`src/rtl/tmrr_pkg.sv`:
```
// ----------------------------------------------------------------------------
// Timer rate ratio reduction: shared package
// Field widths, packing constants and the request and response types of the
// shared divider.
// ----------------------------------------------------------------------------
`default_nettype none

package tmrr_pkg;

  // Field widths of the items.
  localparam int W_FREQ = 32;
  localparam int W_DIV  = 32;
  localparam int W_PRE  = 12;
  localparam int W_STEP = 8;
  localparam int W_CFG  = 24;

  // Packing of the timer configuration word.
  localparam int PRESCALE_BITS = 12;
  localparam int STEP_BITS     = 8;
  localparam int STEP_SHIFT    = 16;

  localparam logic [63:0] PRE_MASK  = (PRESCALE_BITS >= 64) ? '1 :
                                      ((64'd1 << PRESCALE_BITS) - 64'd1);
  localparam logic [63:0] STEP_MASK = (STEP_BITS >= 64) ? '1 :
                                      ((64'd1 << STEP_BITS) - 64'd1);

  // Step counter of the bit-serial divider.
  localparam int DIV_CNT_W = $clog2(W_FREQ);

  typedef struct packed {
    logic              start;
    logic [W_FREQ-1:0] dividend;
    logic [W_FREQ-1:0] divisor;
  } div_req_t;

  typedef struct packed {
    logic              busy;
    logic              done;
    logic [W_FREQ-1:0] quot;
    logic [W_FREQ-1:0] rem;
  } div_rsp_t;

endpackage

`default_nettype wire

```
`src/rtl/tmrr_in_if.sv`:
```
// ----------------------------------------------------------------------------
// Timer rate ratio reduction: input channel
// Valid/ready channel that carries the two frequencies of one item.
// ----------------------------------------------------------------------------
`default_nettype none

interface tmrr_in_if;
  import tmrr_pkg::*;

  logic              valid;
  logic              ready;
  logic [W_FREQ-1:0] clk_hz;
  logic [W_FREQ-1:0] tick_hz;

  modport source (output valid, output clk_hz, output tick_hz, input ready);
  modport sink   (input valid, input clk_hz, input tick_hz, output ready);
endinterface

`default_nettype wire

```
`src/rtl/tmrr_out_if.sv`:
```
// ----------------------------------------------------------------------------
// Timer rate ratio reduction: result channel
// Valid/ready channel that carries the reduced ratio and the packed word.
// ----------------------------------------------------------------------------
`default_nettype none

interface tmrr_out_if;
  import tmrr_pkg::*;

  logic              valid;
  logic              ready;
  logic [W_DIV-1:0]  common_divisor;
  logic [W_PRE-1:0]  prescale_value;
  logic [W_STEP-1:0] step_value;
  logic [W_CFG-1:0]  cfg_word;

  modport source (output valid, output common_divisor, output prescale_value,
                  output step_value, output cfg_word, input ready);
  modport sink   (input valid, input common_divisor, input prescale_value,
                  input step_value, input cfg_word, output ready);
endinterface

`default_nettype wire

```
`src/rtl/tmrr_div.sv`:
```
// ----------------------------------------------------------------------------
// Timer rate ratio reduction: bit-serial divider
// Restoring unsigned divider, one quotient bit per cycle. Gives quotient and
// remainder with a one-cycle done pulse. The divisor must be nonzero.
// ----------------------------------------------------------------------------
`default_nettype none

module tmrr_div (
  input  wire logic           clk,
  input  wire logic           rst_n,
  input  tmrr_pkg::div_req_t  req,
  output tmrr_pkg::div_rsp_t  rsp
);
  import tmrr_pkg::*;

  logic                 busy_r;
  logic                 done_r;
  logic [DIV_CNT_W-1:0] cnt_r;
  logic [W_FREQ-1:0]    quot_r;
  logic [W_FREQ-1:0]    rem_r;
  logic [W_FREQ-1:0]    dsor_r;

  logic [W_FREQ:0]      trial;
  logic [W_FREQ:0]      diff;
  logic                 fits;
  logic [W_FREQ-1:0]    quot_nxt;
  logic [W_FREQ-1:0]    rem_nxt;

  // Shift the next dividend bit into the partial remainder and try to
  // subtract the divisor.
  always_comb begin
    trial    = {rem_r, quot_r[W_FREQ-1]};
    diff     = trial - {1'b0, dsor_r};
    fits     = (trial >= {1'b0, dsor_r});
    rem_nxt  = fits ? diff[W_FREQ-1:0] : trial[W_FREQ-1:0];
    quot_nxt = {quot_r[W_FREQ-2:0], fits};
  end

  always_ff @(posedge clk) begin
    if (!rst_n) begin
      busy_r <= 1'b0;
      done_r <= 1'b0;
    end else begin
      done_r <= 1'b0;
      if (req.start && !busy_r) begin
        busy_r <= 1'b1;
      end else if (busy_r && (cnt_r == DIV_CNT_W'(W_FREQ - 1))) begin
        busy_r <= 1'b0;
        done_r <= 1'b1;
      end
    end
  end

  always_ff @(posedge clk) begin
    if (req.start && !busy_r) begin
      cnt_r  <= '0;
      quot_r <= req.dividend;
      rem_r  <= '0;
      dsor_r <= req.divisor;
    end else if (busy_r) begin
      cnt_r  <= cnt_r + DIV_CNT_W'(1);
      quot_r <= quot_nxt;
      rem_r  <= rem_nxt;
    end
  end

  assign rsp.busy = busy_r;
  assign rsp.done = done_r;
  assign rsp.quot = quot_r;
  assign rsp.rem  = rem_r;

endmodule

`default_nettype wire

```
`src/rtl/timer_rate_ratio_reduce_core.sv`:
```
// ----------------------------------------------------------------------------
// Timer rate ratio reduction: top level
// Reduces clk_hz : tick_hz by their greatest common divisor and packs
// the prescale and step values into the timer configuration word.
// ----------------------------------------------------------------------------
// One item at a time. All arithmetic runs on a single bit-serial divider:
// first the Euclidean remainder steps, then clk_hz / gcd and tick_hz / gcd.
// An item needs at most 46 remainder steps for 32-bit inputs.
// When either frequency is zero the gcd is the other one; when both are zero
// no division runs: the gcd state goes to the result state. The block is not
// ready while an item is in work or its result is still waiting to be taken.
`default_nettype none

module timer_rate_ratio_reduce_core (
  input  wire logic  clk,
  input  wire logic  rst_n,
  tmrr_in_if.sink    in_ch,
  tmrr_out_if.source out_ch
);
  import tmrr_pkg::*;

  typedef enum logic [5:0] {
    S_IDLE     = 6'b000001,
    S_GCD      = 6'b000010,
    S_GCD_WAIT = 6'b000100,
    S_DIVC     = 6'b001000,
    S_DIVS     = 6'b010000,
    S_OUT      = 6'b100000
  } state_t;

  state_t            state_r;
  state_t            state_nxt;
  logic [W_FREQ-1:0] clk_freq_r;
  logic [W_FREQ-1:0] cnt_freq_r;
  logic [W_FREQ-1:0] x_r;
  logic [W_FREQ-1:0] y_r;
  logic [W_FREQ-1:0] qc_r;
  logic [W_FREQ-1:0] qs_r;

  div_req_t          div_req;
  div_rsp_t          div_rsp;

  logic              in_fire;
  logic              out_fire;
  logic [W_FREQ-1:0] qc_m1;
  logic [63:0]       pre_m;
  logic [63:0]       stp_m;
  logic [63:0]       word;

  tmrr_div u_div (
    .clk   (clk),
    .rst_n (rst_n),
    .req   (div_req),
    .rsp   (div_rsp)
  );

  assign in_fire  = in_ch.valid && in_ch.ready;
  assign out_fire = out_ch.valid && out_ch.ready;

  // Divider requests. Once the remainder is zero, x_r holds the gcd and the
  // same unit produces the two quotients.
  always_comb begin
    div_req = '0;
    unique case (state_r)
      S_GCD: begin
        div_req.start    = (y_r != '0) || (x_r != '0);
        div_req.dividend = (y_r != '0) ? x_r : clk_freq_r;
        div_req.divisor  = (y_r != '0) ? y_r : x_r;
      end
      S_DIVC: begin
        div_req.start    = div_rsp.done;
        div_req.dividend = cnt_freq_r;
        div_req.divisor  = x_r;
      end
      S_IDLE, S_GCD_WAIT, S_DIVS, S_OUT: begin
        div_req = '0;
      end
      default: begin
        div_req = '0;
      end
    endcase
  end

  always_comb begin
    state_nxt = state_r;
    unique case (state_r)
      S_IDLE:     if (in_fire) state_nxt = S_GCD;
      S_GCD: begin
        if (y_r != '0) begin
          state_nxt = S_GCD_WAIT;
        end else if (x_r != '0) begin
          state_nxt = S_DIVC;
        end else begin
          state_nxt = S_OUT;
        end
      end
      S_GCD_WAIT: if (div_rsp.done) state_nxt = S_GCD;
      S_DIVC:     if (div_rsp.done) state_nxt = S_DIVS;
      S_DIVS:     if (div_rsp.done) state_nxt = S_OUT;
      S_OUT:      if (out_fire) state_nxt = S_IDLE;
      default:    state_nxt = S_IDLE;
    endcase
  end

  always_ff @(posedge clk) begin
    if (!rst_n) begin
      state_r <= S_IDLE;
    end else begin
      state_r <= state_nxt;
    end
  end

  always_ff @(posedge clk) begin
    if (in_fire) begin
      clk_freq_r <= in_ch.clk_hz;
      cnt_freq_r <= in_ch.tick_hz;
      x_r        <= in_ch.clk_hz;
      y_r        <= in_ch.tick_hz;
    end
    if ((state_r == S_GCD) && (y_r == '0)) begin
      // Both quotients are zero when both frequencies are zero.
      qc_r <= '0;
      qs_r <= '0;
    end
    if ((state_r == S_GCD_WAIT) && div_rsp.done) begin
      x_r <= y_r;
      y_r <= div_rsp.rem;
    end
    if ((state_r == S_DIVC) && div_rsp.done) begin
      qc_r <= div_rsp.quot;
    end
    if ((state_r == S_DIVS) && div_rsp.done) begin
      qs_r <= div_rsp.quot;
    end
  end

  // A zero clock quotient wraps to all ones before masking.
  always_comb begin
    qc_m1 = qc_r - W_FREQ'(1);
    pre_m = {32'd0, qc_m1} & PRE_MASK;
    stp_m = {32'd0, qs_r} & STEP_MASK;
    word  = pre_m | (stp_m << STEP_SHIFT);
  end

  assign in_ch.ready           = (state_r == S_IDLE);
  assign out_ch.valid          = (state_r == S_OUT);
  assign out_ch.common_divisor = x_r;
  assign out_ch.prescale_value = pre_m[W_PRE-1:0];
  assign out_ch.step_value     = stp_m[W_STEP-1:0];
  assign out_ch.cfg_word       = word[W_CFG-1:0];

  a_ready_xor_result: assert property (@(posedge clk) disable iff (!rst_n)
    !(in_ch.ready && out_ch.valid))
    else $error("input ready while a result is pending");

  a_div_start_idle: assert property (@(posedge clk) disable iff (!rst_n)
    div_req.start |-> !div_rsp.busy)
    else $error("divider started while busy");

  a_accept_starts_gcd: assert property (@(posedge clk) disable iff (!rst_n)
    in_fire |=> (state_r == S_GCD))
    else $error("accepted item did not start the gcd loop");

  a_result_frees_input: assert property (@(posedge clk) disable iff (!rst_n)
    out_fire |=> in_ch.ready)
    else $error("block not ready after result was taken");

  a_no_div_by_zero: assert property (@(posedge clk) disable iff (!rst_n)
    div_req.start |-> (div_req.divisor != '0))
    else $error("divider started with a zero divisor");

endmodule

`default_nettype wire
```
`src/flat_wrapper.sv`:
```
// flat-port wrapper written by rule: the top's interface ports become plain ports
module timer_rate_ratio_reduce_core_flat import tmrr_pkg::*;
  (clk, rst_n, in_ch_valid, in_ch_clk_hz, in_ch_tick_hz, in_ch_ready, out_ch_valid, out_ch_common_divisor, out_ch_prescale_value, out_ch_step_value, out_ch_cfg_word, out_ch_ready);
  tmrr_in_if in_ch_i ();
  tmrr_out_if out_ch_i ();
  input  wire logic clk;
  input  wire logic rst_n;
  input wire logic [$bits(in_ch_i.valid)-1:0] in_ch_valid;
  input wire logic [$bits(in_ch_i.clk_hz)-1:0] in_ch_clk_hz;
  input wire logic [$bits(in_ch_i.tick_hz)-1:0] in_ch_tick_hz;
  output wire logic [$bits(in_ch_i.ready)-1:0] in_ch_ready;
  output wire logic [$bits(out_ch_i.valid)-1:0] out_ch_valid;
  output wire logic [$bits(out_ch_i.common_divisor)-1:0] out_ch_common_divisor;
  output wire logic [$bits(out_ch_i.prescale_value)-1:0] out_ch_prescale_value;
  output wire logic [$bits(out_ch_i.step_value)-1:0] out_ch_step_value;
  output wire logic [$bits(out_ch_i.cfg_word)-1:0] out_ch_cfg_word;
  input wire logic [$bits(out_ch_i.ready)-1:0] out_ch_ready;
  assign in_ch_i.valid = in_ch_valid;
  assign in_ch_i.clk_hz = in_ch_clk_hz;
  assign in_ch_i.tick_hz = in_ch_tick_hz;
  assign in_ch_ready = in_ch_i.ready;
  assign out_ch_valid = out_ch_i.valid;
  assign out_ch_common_divisor = out_ch_i.common_divisor;
  assign out_ch_prescale_value = out_ch_i.prescale_value;
  assign out_ch_step_value = out_ch_i.step_value;
  assign out_ch_cfg_word = out_ch_i.cfg_word;
  assign out_ch_i.ready = out_ch_ready;
  timer_rate_ratio_reduce_core u_core (.clk(clk), .rst_n(rst_n), .in_ch(in_ch_i), .out_ch(out_ch_i));
endmodule
```
`config.mk`:
```
export PLATFORM = sky130hd
export DESIGN_NAME = timer_rate_ratio_reduce_core_flat
export DESIGN_NICKNAME = d
export VERILOG_FILES = /design/src/rtl/tmrr_pkg.sv /design/src/rtl/tmrr_in_if.sv /design/src/rtl/tmrr_out_if.sv /design/src/rtl/tmrr_div.sv /design/src/rtl/timer_rate_ratio_reduce_core.sv /design/src/flat_wrapper.sv
export SDC_FILE = /design/constraint.sdc
export NUM_CORES = 1
export LEC_CHECK = 0
export BUFFER_PORTS_ARGS = -buffer_cell sky130_fd_sc_hd__buf_2
export CAP_MARGIN = 20
export CORE_AREA = 2 2 151 153
export CTS_CLUSTER_SIZE = 20
export DETAILED_ROUTE_END_ITERATION = 7
export DIE_AREA = 0 0 153 155
export PLACE_DENSITY = 0.79
export SYNTH_ARGS = -nofsm -noshare
export SYNTH_HDL_FRONTEND = slang
export SYNTH_SLANG_ARGS = --single-unit
```
`constraint.sdc`:
```
create_clock -name clk -period 4.6 [get_ports clk]
set_clock_uncertainty 0.2 [all_clocks]
set_input_delay 0.23 -clock clk [delete_from_list [all_inputs] [get_ports clk]]
set_output_delay 0.23 -clock clk [all_outputs]
set_load 0.05 [all_outputs]
```
==> results of run 1 <==
cell type report:
type,count,share of cell area [%]
clock buffers,36,4.98
clock inverters,12,1.21
inverters,47,1.16
multi-input cells,712,32.5
flip-flops and latches,257,47.6
well taps,285,2.34
repair buffers,227,10.2
cell families after synthesis:
group / share of synthesized area, %
adders and majority gates: 3.58
DFF: 56.8
other: 0.0293
AOI/OAI and AO/OA: 13.6
and+or+nand+nor: 9.88
buffers and inverters: 4.85
muxes: 8.45
xor gates and xnor gates: 2.81
registers in the layout, indices dropped and copies added, names as in the netlist:
signal,count
u_core.qc_r,12
u_core.state_r,6
u_core.u_div.rem_r,32
u_core.u_div.quot_r,32
u_core.clk_freq_r,32
u_core.u_div.cnt_r,5
u_core.y_r,32
u_core.qs_r,8
u_core.cnt_freq_r,32
u_core.out_ch.common_divisor,32
u_core.u_div.busy_r,1
u_core.u_div.dsor_r,32
u_core.u_div.done_r,1
synth_stat cells (all sizes together), types with 45 or more instances:
library cell / n / share of area [%]
edfxtp: 212 / 50
a21oi: 94 / 3.7
nor2: 88 / 2.6
nand2: 74 / 2.2
mux2: 65 / 5.7
a22o: 55 / 3.8
clkbuf: 51 / 1.5
o21ai: 51 / 2.0
inv: 47 / 1.4
dfxtp: 45 / 7.0
per-stage QoR:
| step | power, uW | cells | hold slack, ps | utilization (%) | cell area [um2] |
|---|---|---|---|---|---|
| CTS | 8540 | 1575 | 205 | 68.5 | 15200 |
| floorplan | 5460 | 1102 | 91.9 | - | 12800 |
| global route | 9010 | 1576 | 216 | 68.6 | 15300 |
| global placement | 6120 | 1459 | 221 | 61.2 | 13600 |
| detailed placement | 6190 | 1459 | 221 | 61.2 | 13600 |
| finish | 8610 | 1576 | 217 | 68.6 | 15300 |
power by group:
part           switching [uW]  leakage (uW)  internal [uW]
clock                     889      0.000462           1430
sequential                428       0.00231           3200
combinational            1760       0.00305            915
per-layer routing:
layer / share of wire, % / global-route usage, % / vias to the layer above
li1: - / - / 4404
met1: 39 / 36.1 / 4672
met2: 49 / 48.1 / 474
met3: 8.0 / 4.57 / 93
met4: 3.9 / 11.7 / 0
met5: 0 / 0 / -
layout by cell type (no fill, tap or decap), types with 4 or more instances in the layout:
cell type	count
sky130_fd_sc_hd__edfxtp_1	212
sky130_fd_sc_hd__buf_2	141
sky130_fd_sc_hd__a21oi_1	93
sky130_fd_sc_hd__nor2_1	84
sky130_fd_sc_hd__nand2_1	72
sky130_fd_sc_hd__dlygate4sd3_1	68
sky130_fd_sc_hd__mux2_2	64
sky130_fd_sc_hd__a22o_1	55
sky130_fd_sc_hd__inv_1	46
sky130_fd_sc_hd__dfxtp_1	44
sky130_fd_sc_hd__mux2i_1	35
sky130_fd_sc_hd__ha_1	35
sky130_fd_sc_hd__and3_1	31
sky130_fd_sc_hd__clkbuf_16	27
sky130_fd_sc_hd__o21ai_0	26
sky130_fd_sc_hd__xor2_1	25
sky130_fd_sc_hd__o21ai_1	25
sky130_fd_sc_hd__nor4_1	20
sky130_fd_sc_hd__xnor2_1	16
sky130_fd_sc_hd__a21o_1	16
sky130_fd_sc_hd__buf_4	15
sky130_fd_sc_hd__nand4_1	12
sky130_fd_sc_hd__nand3_1	9
sky130_fd_sc_hd__nor3_1	8
sky130_fd_sc_hd__a31oi_1	7
sky130_fd_sc_hd__a32oi_1	7
sky130_fd_sc_hd__nor2b_1	6
sky130_fd_sc_hd__and2_1	5
sky130_fd_sc_hd__bufinv_16	5
sky130_fd_sc_hd__clkbuf_8	5
sky130_fd_sc_hd__nor3b_1	4
sky130_fd_sc_hd__o21bai_1	4
sky130_fd_sc_hd__o21a_1	4
sky130_fd_sc_hd__conb_1	4
sky130_fd_sc_hd__clkbuf_1	4
sky130_fd_sc_hd__clkinv_1	4
worst min path at each step:
stage,startpoint,endpoint,slack (ps),cells after the start
CTS,in_ch_clk_hz[29],u_core.clk_freq_r[29]$_DFFE_PP_,210,2
finish,in_ch_clk_hz[18],u_core.clk_freq_r[18]$_DFFE_PP_,220,2
floorplan,rst_n,u_core.state_r[0]$_SDFFE_PN1P_,90,1
detailed placement,in_ch_clk_hz[13],u_core.clk_freq_r[13]$_DFFE_PP_,220,1
global route,in_ch_clk_hz[29],u_core.clk_freq_r[29]$_DFFE_PP_,220,2
global placement,in_ch_clk_hz[9],u_core.clk_freq_r[9]$_DFFE_PP_,220,1
worst reg2reg max path, cell delays in order (launching register included):
cell                        delay [ps]
sky130_fd_sc_hd__edfxtp_1          320
sky130_fd_sc_hd__inv_1              40
sky130_fd_sc_hd__ha_1              370
sky130_fd_sc_hd__a21o_1            220
sky130_fd_sc_hd__a21o_1            200
sky130_fd_sc_hd__a2111oi_0         430
sky130_fd_sc_hd__o22ai_1           160
sky130_fd_sc_hd__nor2_2            160
sky130_fd_sc_hd__o211a_1           590
sky130_fd_sc_hd__buf_4             370
sky130_fd_sc_hd__mux2_1            350
sky130_fd_sc_hd__a22o_1            180
==> summary.txt, run 1 <==
Run status
  • Run status: completed

Global route
  • Number of antenna violations at the first check in global routing: 0
  • Vias in the first global route: 9586
  • Largest net degree at the start of global routing: 78
  • Wire length of the first global-routing pass: 52800 um
  • Tot GR Track Use: 28.2%
  • Total grt overflow: 0

Floorplanning
  • Die Span X: 153 um
  • Starting density of the core: 57.6%
  • Number of top-level design ports: 146
  • Floorplan die area: 23700 um2
  • Standard-cell row count: 55
  • Std-Cell Core Area: 22200 um2
  • Vertical die dimension: 155 um

Clock network
  • CTS Buf Count: 26
  • Clock root buffer: sky130_fd_sc_hd__clkbuf_16
  • Number of H-tree branching levels: 1
  • Post-CTS setup buffers: 0
  • Number of gates given a new drive strength after cts: 0
  • Clock sink count: 257
  • Insertion delay of the later-clocked pin in the worst-skew pair: 540 ps
  • Clock tree from TritonCTS: done
  • Post-cts hold buffer count: 68
  • Clock transition time at the flip-flop clock pins of the worst setup and hold paths: 60 ps
  • CTS Buffer Depth: 3

Synthesis
  • Number of warning messages in the yosys log: 0
  • EDFF count, synth: 212
  • Post-synthesis sequential area ratio: 56.8%
  • Synth Cell Area: 12800 um2
  • Synthesized flop and latch total: 257
  • Syn Inst Count: 1099
  • Post-synthesis cell type count: 61
  • Synthesized area per cell: 11.6 um2
  • Async S/R FF share, synth: 0%
  • Top flip-flop cell by instance count after synthesis: sky130_fd_sc_hd__edfxtp_1

STA
  • Headroom to the max-slew limit: 35.3%
  • Number of slew-limit violations in the final report: 0
  • Setup violators final: 0
  • Maximum operating frequency: 0.270 GHz
  • Endpoints failing hold: 0
  • RSZ-0062 raised after global routing: false
  • Final clock period utilization by the worst path: 80.5%
  • Worst Tran Pin Value: 969 ps
  • Setup slack of the critical path after layout: 897 ps
  • Final critical-path required period: 3700 ps
  • Final total negative setup slack: 0 ps

Finish
  • FF+latch area: 7270 um2
  • Fill cell count: 1513
  • Number of nets at the end of the flow: 1375
  • Fraction of layout instances using a drive strength above 1: 21.5%
  • Area growth from synthesis to final layout: 19.2%
  • Total area of multi-input combinational cells: 4950 um2
  • N_diodes: 0

Place
  • Placer's final routability congestion estimate: 0.952
  • Number of input and output port buffers inserted: 141
  • Minimum setup slack after placement: 1010 ps
  • Half-perimeter wire length of the detailed placement result: 21600 um

Power
  • VDD IR-drop max: 0.277 mV
  • PwrDens: 565 nW/um2
  • Leakage power total: 0.00583 uW

Worst setup path
  • CP Cell Sequence: inv_1, ha_1, a21o_1, a21o_1, a2111oi_0, o22ai_1, nor2_2, o211a_1, buf_4, mux2_1, a22o_1
  • Maximum single-stage delay on the critical path: 590 ps
  • R2r startpoint: u_core.u_div.dsor_r[18]$_DFFE_PP_
  • Crit. End Element: flip-flop
  • Crit path launch: u_core.u_div.dsor_r[18]$_DFFE_PP_
  • Count of cells along the worst register-to-register path: 11
  • Register-to-register setup slack: 900 ps
  • Highest-delay cell along the critical path: sky130_fd_sc_hd__o211a_1
  • Worst setup SP type: flip-flop
  • Kind of cell adding the most delay to the critical path: compound AO/OA/AOI/OAI gates
  • Crit path required time: 4820 ps
  • Worst-path fanout max: 25
  • Crit path depth: 11
  • Buffers and inverters on the worst path: 2
  • Critical Path Sink: u_core.u_div.rem_r[13]$_SDFFE_PP0P_
  • Most frequent cell on the critical path: sky130_fd_sc_hd__a21o_1
  • Category of the critical setup timing path: reg -> reg
  • Arrival time worst endpoint: 3930 ps
  • R2R Path End: u_core.u_div.rem_r[13]$_SDFFE_PP0P_

Routing
  • Final routed wire length divided by cell count: 21.5 um
  • Via count: 9643
  • Final antenna-violating net count: 0
  • DR DRC count: 0
  • Drt total wl: 33900 um
  • Count of TritonRoute iterations in the first routing pass: 7
  • Number of design-rule violations left by the first detailed-router iteration: 1055
  • Vias per cell: 6.12

Min path
  • Type of the worst min-delay path: in -> reg

Flow run
  • Number of max-cap violations: 0
Power figures use the tool's default switching activity.
==> run 2: changes to the inputs <==
--- a/config.mk
+++ b/config.mk
@@ -5,13 +5,14 @@
 export SDC_FILE = /design/constraint.sdc
 export NUM_CORES = 1
 export LEC_CHECK = 0
+export ABC_AREA = 1
 export BUFFER_PORTS_ARGS = -buffer_cell sky130_fd_sc_hd__buf_2
 export CAP_MARGIN = 20
-export CORE_AREA = 2 2 151 153
+export CORE_AREA = 2 2 162 164
 export CTS_CLUSTER_SIZE = 20
 export DETAILED_ROUTE_END_ITERATION = 7
-export DIE_AREA = 0 0 153 155
-export PLACE_DENSITY = 0.79
+export DIE_AREA = 0 0 164 166
+export PLACE_DENSITY = 0.76
 export SYNTH_ARGS = -nofsm -noshare
 export SYNTH_HDL_FRONTEND = slang
 export SYNTH_SLANG_ARGS = --single-unit
==> constraint.sdc (replaced) <==
create_clock -name clk -period 3.1 [get_ports clk]
set_clock_uncertainty 0.2 [all_clocks]
set_input_delay 0.155 -clock clk [delete_from_list [all_inputs] [get_ports clk]]
set_output_delay 0.155 -clock clk [all_outputs]
set_load 0.05 [all_outputs]
==> summary.txt, run 2 <==
Worst setup path
  • Register-to-register setup slack: 240 ps (-650 ps)
  • R2r startpoint: u_core.y_r[11]$_DFFE_PP_
  • Category of the critical setup timing path: reg -> reg
  • Crit path required time: 3080 ps (-1740 ps)
  • Worst setup SP type: flip-flop
  • Crit. End Element: flip-flop
  • Worst-path fanout max: 38 (+52%)
  • Count of cells along the worst register-to-register path: 11 (unchanged)
  • R2R Path End: u_core.u_div.quot_r[31]$_DFFE_PP_
  • Arrival time worst endpoint: 2840 ps (-1090 ps)

Synthesis
  • Compound-Gate Fraction of Synth Area: 10.3% (-3.3 points)
  • Number of warning messages in the yosys log: 0 (unchanged)
  • Dominant combinational cell family by area after synthesis: simple AND/OR/NAND/NOR gates
  • Post-synthesis cell type count: 42 (-31%)
  • Area share of and/or/nand/nor cells after synthesis: 20.0% (+10 points)
  • Cell with the most instances after synthesis: sky130_fd_sc_hd__nand2_1
  • Synthesized flop and latch total: 257 (unchanged)
  • Cell types with the largest area share after synthesis: sky130_fd_sc_hd__edfxtp_1 47%, sky130_fd_sc_hd__nand2_1 11%, sky130_fd_sc_hd__inv_1 6.7%, sky130_fd_sc_hd__dfxtp_1 6.6%, sky130_fd_sc_hd__o21ai_0 4.3%
  • Parity-gate share of the synthesized area counting xor and xnor cells: 2.00% (-0.80 points)
  • Proportion of netlist area held by the largest area contributor: 46.9% (-2.8 points)
  • Synth Area in Adders: 3.37% (-0.20 points)
  • Top flip-flop cell by instance count after synthesis: sky130_fd_sc_hd__edfxtp_1
  • Synthesized area per cell: 8.73 um2 (-25%)
  • Synth Cell Area: 13600 um2 (+6.0%)
  • Syn Inst Count: 1555 (+41%)
  • List of most frequent post-synthesis cells: 403 x sky130_fd_sc_hd__nand2_1, 242 x sky130_fd_sc_hd__inv_1, 212 x sky130_fd_sc_hd__edfxtp_1
  • Mux contribution to synthesized area: 0.581% (-7.9 points)
  • EDFF count, synth: 212 (unchanged)
  • Async S/R FF share, synth: 0% (unchanged)
  • Post-synthesis sequential area ratio: 53.5% (-3.2 points)
  • Cell type with the highest aggregate area in the netlist: sky130_fd_sc_hd__edfxtp_1

Clock network
  • Insertion delay of the later-clocked pin in the worst-skew pair: 530 ps (about the same)
  • CTS Buffer Depth: 3 (unchanged)
  • Clock root buffer: sky130_fd_sc_hd__clkbuf_16
  • Clock transition time at the flip-flop clock pins of the worst setup and hold paths: 60 ps (about the same)
  • Number of H-tree branching levels: 1 (unchanged)
  • Clock tree from TritonCTS: done
  • Clock sink count: 257 (unchanged)
  • CTS Buf Count: 26 (unchanged)
  • Number of gates given a new drive strength after cts: 0 (unchanged)

STA
  • Final clock period utilization by the worst path: 92.1% (+12 points)
  • Number of slew-limit violations in the final report: 0 (unchanged)
  • Final critical-path required period: 2860 ps (-847 ps)
  • Maximum operating frequency: 0.350 GHz (+30%)
  • Headroom to the max-slew limit: 26.0% (-9.3 points)
  • Worst Tran Pin Value: 1110 ps (+140 ps)
  • Setup violators final: 0 (unchanged)
  • Final total negative setup slack: 0 ps (unchanged)
  • Worst hold margin: 20.6 ps (-197 ps)
  • Endpoints failing hold: 0 (unchanged)
  • RSZ-0062 raised after global routing: false

Power
  • Internal power summed over all cells: 8110 uW (+46%)
  • Switching power as a share of total power: 38.0% (+2.3 points)
  • PwrDens: 803 nW/um2 (+42%)
  • Overall Power: 13100 uW (+52%)
  • Switching power: 4980 uW (+62%)
  • VDD IR-drop max: 0.483 mV (+75%)
  • Leakage power total: 0.00727 uW (+25%)
  • Power share of the combinational group: 36.2% (+5.2 points)
  • Clock Power Share: 26.6% (-0.3 points)
  • Sequential group share of total power: 37.2% (-4.9 points)

Place
  • Placer's final routability congestion estimate: 0.945 (-0.70%)
  • Number of input and output port buffers inserted: 141 (unchanged)
  • Placed Cells: 1990 (+36%)
  • Half-perimeter wire length of the detailed placement result: 27900 um (+29%)

Routing
  • Drt total wl: 39700 um (+17%)
  • DR DRC count: 0 (unchanged)
  • Vias per cell: 5.55 (-9.3%)
  • Number of design-rule violations left by the first detailed-router iteration: 1420 (+35%)
  • Final antenna-violating net count: 0 (unchanged)
  • Count of TritonRoute iterations in the first routing pass: 6 (-1)
  • Via count: 11700 (+21%)
  • Final routed wire length divided by cell count: 18.8 um (-12%)

Global route
  • Wire length of the first global-routing pass: 61100 um (+16%)
  • Number of antenna violations at the first check in global routing: 0 (unchanged)
  • Vias in the first global route: 11200 (+17%)
  • Total grt overflow: 0 (unchanged)
  • Tot GR Track Use: 28.8% (+0.66 points)
  • Largest net degree at the start of global routing: 65 (-17%)

Floorplanning
  • Vertical die dimension: 166 um (+7.1%)
  • Number of top-level design ports: 146 (unchanged)
  • Starting density of the core: 53.0% (-4.6 points)
  • Die Span X: 164 um (+7.2%)
  • Std-Cell Core Area: 25600 um2 (+15%)
  • Floorplan die area: 27200 um2 (+15%)
  • Standard-cell row count: 59 (+7.3%)

Finish
  • Number of nets at the end of the flow: 1858 (+35%)
  • N_diodes: 0 (unchanged)
  • Area growth from synthesis to final layout: 20.1%
  • Most frequent cells in the layout: 403 x sky130_fd_sc_hd__nand2_1, 242 x sky130_fd_sc_hd__inv_1, 212 x sky130_fd_sc_hd__edfxtp_1
  • Most frequent standard cell in the layout excluding fill and tap cells: sky130_fd_sc_hd__nand2_1
  • Final Non-Filler Cells: 2109 (+34%)
  • Fraction of layout instances using a drive strength above 1: 14.7% (-6.8 points)
  • Fill cell count: 1962 (+30%)

Run status
  • Run status: completed

Min path
  • Hold Crit Depth: 5 (+3)
  • Min-delay src: in_ch_valid
  • Type of the worst min-delay path: in -> reg
  • Endpoint of the worst hold-timing path: u_core.state_r[1]$_SDFFE_PN0P_

Flow run
  • Number of max-cap violations: 0 (unchanged)
==> run 2: cell count changes after synthesis, sizes merged, moves of 19 or more <==
| cell | delta |
|---|---|
| nand2 | +338 |
| inv | +202 |
| o21ai | +77 |
| nand3 | +67 |
| mux2 | -58 |
| a22o | -55 |
| mux2i | -35 |
| and3 | -30 |
| o22ai | +29 |
| clkbuf | -26 |
| a21oi | -19 |
==> run 2: cell type report <==
cell class	instances	area (um2)	area share, %
flip-flops and latches	257	7270	44.6
multi-input cells	974	4970	30.5
repair buffers	244	1740	10.7
inverters	251	942	5.78
clock buffers	39	843	5.17
well taps	335	419	2.57
clock inverters	9	131	0.806
==> run 2: per-stage QoR <==
step | instance area (um2) | util [%] | setup WS (ps)
after global routing | 16300 | 63.7 | 91.4
after CTS | 16300 | 63.6 | 254
after detailed placement | 14600 | 57.1 | 278
final | 16300 | 63.7 | 244
after floorplan | 13600 | - | 12.6
after global placement | 14600 | 57.1 | 247
==> run 2: logic make-up (layout without fill, tap and decap cells) <==
family	after synthesis	count (layout)
flip-flops	257	257
other	1	4
AO/OA/AOI/OAI	259	259
adder cells (fa/ha/maj)	36	36
AND/OR/NAND/NOR	637	637
XOR/XNOR	31	31
multiplexers	7	7
buffers and inverters	327	543
==> run 2: repair_timing <==
item	in CTS	in global routing
hold buffers	68	0
buffers inserted	0	3
endpoints found under the setup margin	0	1
endpoints found under the hold margin	136	0
==> run 2: worst max path at each step <==
| stage | startpoint | end | cells after the start |
|---|---|---|---|
| global route | u_core.u_div.dsor_r[19]$_DFFE_PP_ | u_core.u_div.rem_r[27]$_SDFFE_PP0P_ | 17 |
| CTS | u_core.u_div.rem_r[19]$_SDFFE_PP0P_ | u_core.u_div.rem_r[27]$_SDFFE_PP0P_ | 14 |
| global placement | u_core.u_div.rem_r[19]$_SDFFE_PP0P_ | u_core.u_div.rem_r[27]$_SDFFE_PP0P_ | 14 |
| floorplan | u_core.qc_r[0]$_SDFFCE_PN0P_ | out_ch_prescale_value[10] | 7 |
| detailed placement | u_core.u_div.rem_r[19]$_SDFFE_PP0P_ | u_core.u_div.rem_r[27]$_SDFFE_PP0P_ | 14 |
| finish | u_core.y_r[11]$_DFFE_PP_ | u_core.u_div.quot_r[31]$_DFFE_PP_ | 11 |
==> run 2: routing by layer <==
layer	GRT usage, %	vias to the layer above	share of wire, %
li1	-	5502	-
met1	40.6	5464	42
met2	45.9	668	46
met3	4.60	74	9.6
met4	9.19	0	2.9
met5	0	-	0
==> run 2: worst max-delay path, stage by stage (launching register included) <==
cell                       delay (ps)
sky130_fd_sc_hd__edfxtp_1         380
sky130_fd_sc_hd__inv_1            130
sky130_fd_sc_hd__nand4_1          220
sky130_fd_sc_hd__nor2_1           200
sky130_fd_sc_hd__nand2_1          120
sky130_fd_sc_hd__nor2_4           160
sky130_fd_sc_hd__inv_2             70
sky130_fd_sc_hd__o21ai_1          140
sky130_fd_sc_hd__nand2_1          140
sky130_fd_sc_hd__nand2_2          100
sky130_fd_sc_hd__buf_4            320
sky130_fd_sc_hd__o21ai_0          320
==> run 2: power by group through the flow <==
stage / clock (uW) / sequential, uW / combinational, uW
4_1_cts: 3480 / 4840 / 4610
2_1_floorplan: 0 / 5170 / 2850
3_3_place_gp: 0 / 4880 / 4500
6_report: 3480 / 4870 / 4730
3_5_place_dp: 0 / 4910 / 4500
5_1_grt: 3620 / 4920 / 5170
==> run 3: changes to the inputs <==
--- a/config.mk
+++ b/config.mk
@@ -5,14 +5,14 @@
 export SDC_FILE = /design/constraint.sdc
 export NUM_CORES = 1
 export LEC_CHECK = 0
-export ABC_AREA = 1
 export BUFFER_PORTS_ARGS = -buffer_cell sky130_fd_sc_hd__buf_2
-export CAP_MARGIN = 20
-export CORE_AREA = 2 2 162 164
+export CAP_MARGIN = 10
+export CORE_AREA = 2 2 159 161
+export CTS_CLUSTER_DIAMETER = 40
 export CTS_CLUSTER_SIZE = 20
 export DETAILED_ROUTE_END_ITERATION = 7
-export DIE_AREA = 0 0 164 166
-export PLACE_DENSITY = 0.76
+export DIE_AREA = 0 0 161 163
+export PLACE_DENSITY = 0.75
 export SYNTH_ARGS = -nofsm -noshare
 export SYNTH_HDL_FRONTEND = slang
 export SYNTH_SLANG_ARGS = --single-unit
==> summary.txt, run 3 (synthesized netlist as in run 1, its figures left out) <==
STA
  • Endpoints failing hold: 0 (unchanged)
  • Final critical-path required period: 3030 ps (+179 ps)
  • Worst Tran Pin Value: 681 ps (-428 ps)
  • RSZ-0062 raised after global routing: true
  • Final clock period utilization by the worst path: 97.9% (+5.8 points)
  • Number of slew-limit violations in the final report: 0 (unchanged)
  • Maximum operating frequency: 0.330 GHz (-5.9%)
  • Setup violators final: 0 (unchanged)
  • Headroom to the max-slew limit: 54.4% (+28 points)

Power
  • Leakage power total: 0.00618 uW (-15%)
  • PwrDens: 824 nW/um2 (+2.7%)
  • VDD IR-drop max: 0.609 mV (+26%)

Global route
  • Tot GR Track Use: 26.5% (-2.3 points)
  • Number of antenna violations at the first check in global routing: 1 (+1)
  • Wire length of the first global-routing pass: 53700 um (-12%)
  • Largest net degree at the start of global routing: 66 (+1.5%)
  • Vias in the first global route: 9512 (-15%)
  • Total grt overflow: 0 (unchanged)

Floorplanning
  • Std-Cell Core Area: 24700 um2 (-3.7%)
  • Die Span X: 161 um (-1.8%)
  • Number of top-level design ports: 146 (unchanged)
  • Floorplan die area: 26200 um2 (-3.6%)
  • Vertical die dimension: 163 um (-1.8%)
  • Starting density of the core: 51.9% (-1.1 points)
  • Standard-cell row count: 58 (-1.7%)

Min path
  • Type of the worst min-delay path: in -> reg
  • Min-delay src: in_ch_tick_hz[27]
  • Endpoint of the worst hold-timing path: u_core.cnt_freq_r[27]$_DFFE_PP_
  • Hold Crit Depth: 2 (-3)

Routing
  • Vias per cell: 5.98 (+7.8%)
  • DR DRC count: 0 (unchanged)
  • Count of TritonRoute iterations in the first routing pass: 5 (-1)
  • Number of design-rule violations left by the first detailed-router iteration: 1044 (-26%)
  • Drt total wl: 36200 um (-8.9%)
  • Final antenna-violating net count: 0 (unchanged)
  • Final routed wire length divided by cell count: 21.4 um (+14%)
  • Via count: 10100 (-14%)

Place
  • Placed Cells: 1567 (-21%)
  • Half-perimeter wire length of the detailed placement result: 24000 um (-14%)
  • Placer's final routability congestion estimate: 0.904 (-4.3%)
  • Number of input and output port buffers inserted: 141 (unchanged)

Clock network
  • Clock transition time at the flip-flop clock pins of the worst setup and hold paths: 70 ps (about the same)
  • Insertion delay of the later-clocked pin in the worst-skew pair: 540 ps (about the same)
  • Clock root buffer: sky130_fd_sc_hd__clkbuf_16
  • CTS Buf Count: 26 (unchanged)
  • Number of H-tree branching levels: 1 (unchanged)
  • Clock tree from TritonCTS: done
  • Clock sink count: 257 (unchanged)
  • CTS Buffer Depth: 3 (unchanged)

Worst setup path
  • Crit. End Element: flip-flop
  • Crit path required time: 3320 ps (+240 ps)
  • R2r startpoint: u_core.u_div.dsor_r[3]$_DFFE_PP_
  • Worst-path fanout max: 4 (-89%)
  • Worst setup SP type: flip-flop
  • Register-to-register setup slack: 70 ps (-180 ps)
  • Category of the critical setup timing path: reg -> reg
  • Arrival time worst endpoint: 3250 ps (+410 ps)
  • R2R Path End: u_core.u_div.rem_r[31]$_SDFFE_PP0P_
  • Count of cells along the worst register-to-register path: 11 (unchanged)

Run status
  • Run status: completed

Finish
  • Post-route core utilization: 65.0% (+1.3 points)
  • Final Non-Filler Cells: 1689 (-20%)
  • Number of nets at the end of the flow: 1442 (-22%)
  • Fraction of layout instances using a drive strength above 1: 27.0% (+12 points)
  • Most frequent standard cell in the layout excluding fill and tap cells: sky130_fd_sc_hd__edfxtp_1
  • Most frequent cells in the layout: 212 x sky130_fd_sc_hd__edfxtp_1, 141 x sky130_fd_sc_hd__buf_2, 90 x sky130_fd_sc_hd__a21oi_1
  • Area growth from synthesis to final layout: 25.2%

Flow run
  • Number of max-cap violations: 0 (unchanged)
==> run 3: final cells by class <==
class | count | area [um2]
multi-input combinational | 713 | 5100
inverter | 47 | 180
timing repair buffer | 293 | 2200
sequential | 257 | 7270
clock buffer | 32 | 714
clock inverter | 16 | 155
tap | 330 | 413
antenna | 1 | 2.50
fill | 1780 | 8650
==> run 3: stage by stage <==
step | total power [uW] | area [um2] | TNS (ps) | hold slack [ps] | setup slack, ps
6_report | 13200 | 16000 | 0 | 145 | 65.4
3_5_place_dp | 9730 | 14300 | 0 | 147 | 59.7
3_3_place_gp | 9630 | 14300 | 0 | 146 | 88.2
2_1_floorplan | 8090 | 12800 | 0 | 16.9 | 157
5_1_grt | 13800 | 16000 | -174 | 160 | -44.8
4_1_cts | 12900 | 15900 | 0 | 138 | 31.0
==> run 3: critical path, cell delays in order, from the launching register on <==
cell	delay, ps
sky130_fd_sc_hd__edfxtp_1	380
sky130_fd_sc_hd__inv_1	80
sky130_fd_sc_hd__ha_4	270
sky130_fd_sc_hd__nand3_2	80
sky130_fd_sc_hd__o21bai_4	180
sky130_fd_sc_hd__a211o_4	370
sky130_fd_sc_hd__a2111oi_4	370
sky130_fd_sc_hd__nor2_2	90
sky130_fd_sc_hd__o211a_4	260
sky130_fd_sc_hd__and3_1	180
sky130_fd_sc_hd__a41o_1	190
sky130_fd_sc_hd__a211o_1	250
==> run 3: report_power, final <==
| part | leakage, uW | switching [uW] | total (uW) | internal, uW |
|---|---|---|---|---|
| combinational | 0.00344 | 2840 | 4690 | 1850 |
| clock | 0.000427 | 1450 | 3160 | 1710 |
| sequential | 0.00231 | 622 | 5360 | 4730 |
| total | 0.00618 | 4910 | 13200 | 8300 |
==> run 3: timing repair <==
item,in CTS,in global routing
setup buffers,0,4
setup endpoints to repair,0,123
endpoints found under the hold margin,136,0
hold buffers,68,0
resized for setup,0,22
==> run 3: how the worst max path moves through the flow <==
stage                                             startpoint                                  end  slack (ps)
final                       u_core.u_div.dsor_r[3]$_DFFE_PP_  u_core.u_div.rem_r[31]$_SDFFE_PP0P_          70
after detailed placement  u_core.u_div.rem_r[3]$_SDFFE_PP0P_  u_core.u_div.rem_r[31]$_SDFFE_PP0P_          60
after global placement      u_core.u_div.dsor_r[0]$_DFFE_PP_  u_core.u_div.rem_r[30]$_SDFFE_PP0P_          90
after CTS                   u_core.u_div.dsor_r[0]$_DFFE_PP_  u_core.u_div.rem_r[28]$_SDFFE_PP0P_          30
after global routing        u_core.u_div.dsor_r[0]$_DFFE_PP_  u_core.u_div.rem_r[30]$_SDFFE_PP0P_         -40
after floorplan               u_core.state_r[3]$_SDFFE_PN0P_       u_core.clk_freq_r[0]$_DFFE_PP_         160
==> run 3: metal layers <==
layer | wire [um] | share of wire, % | vias up | GRT usage, %
met1 | 14200 | 39 | 4860 | 35.2
met3 | 3190 | 8.8 | 102 | 3.79
li1 | - | - | 4560 | -
met2 | 17300 | 48 | 585 | 44.4
met5 | 0 | 0 | - | 0
met4 | 1560 | 4.3 | 0 | 10.5
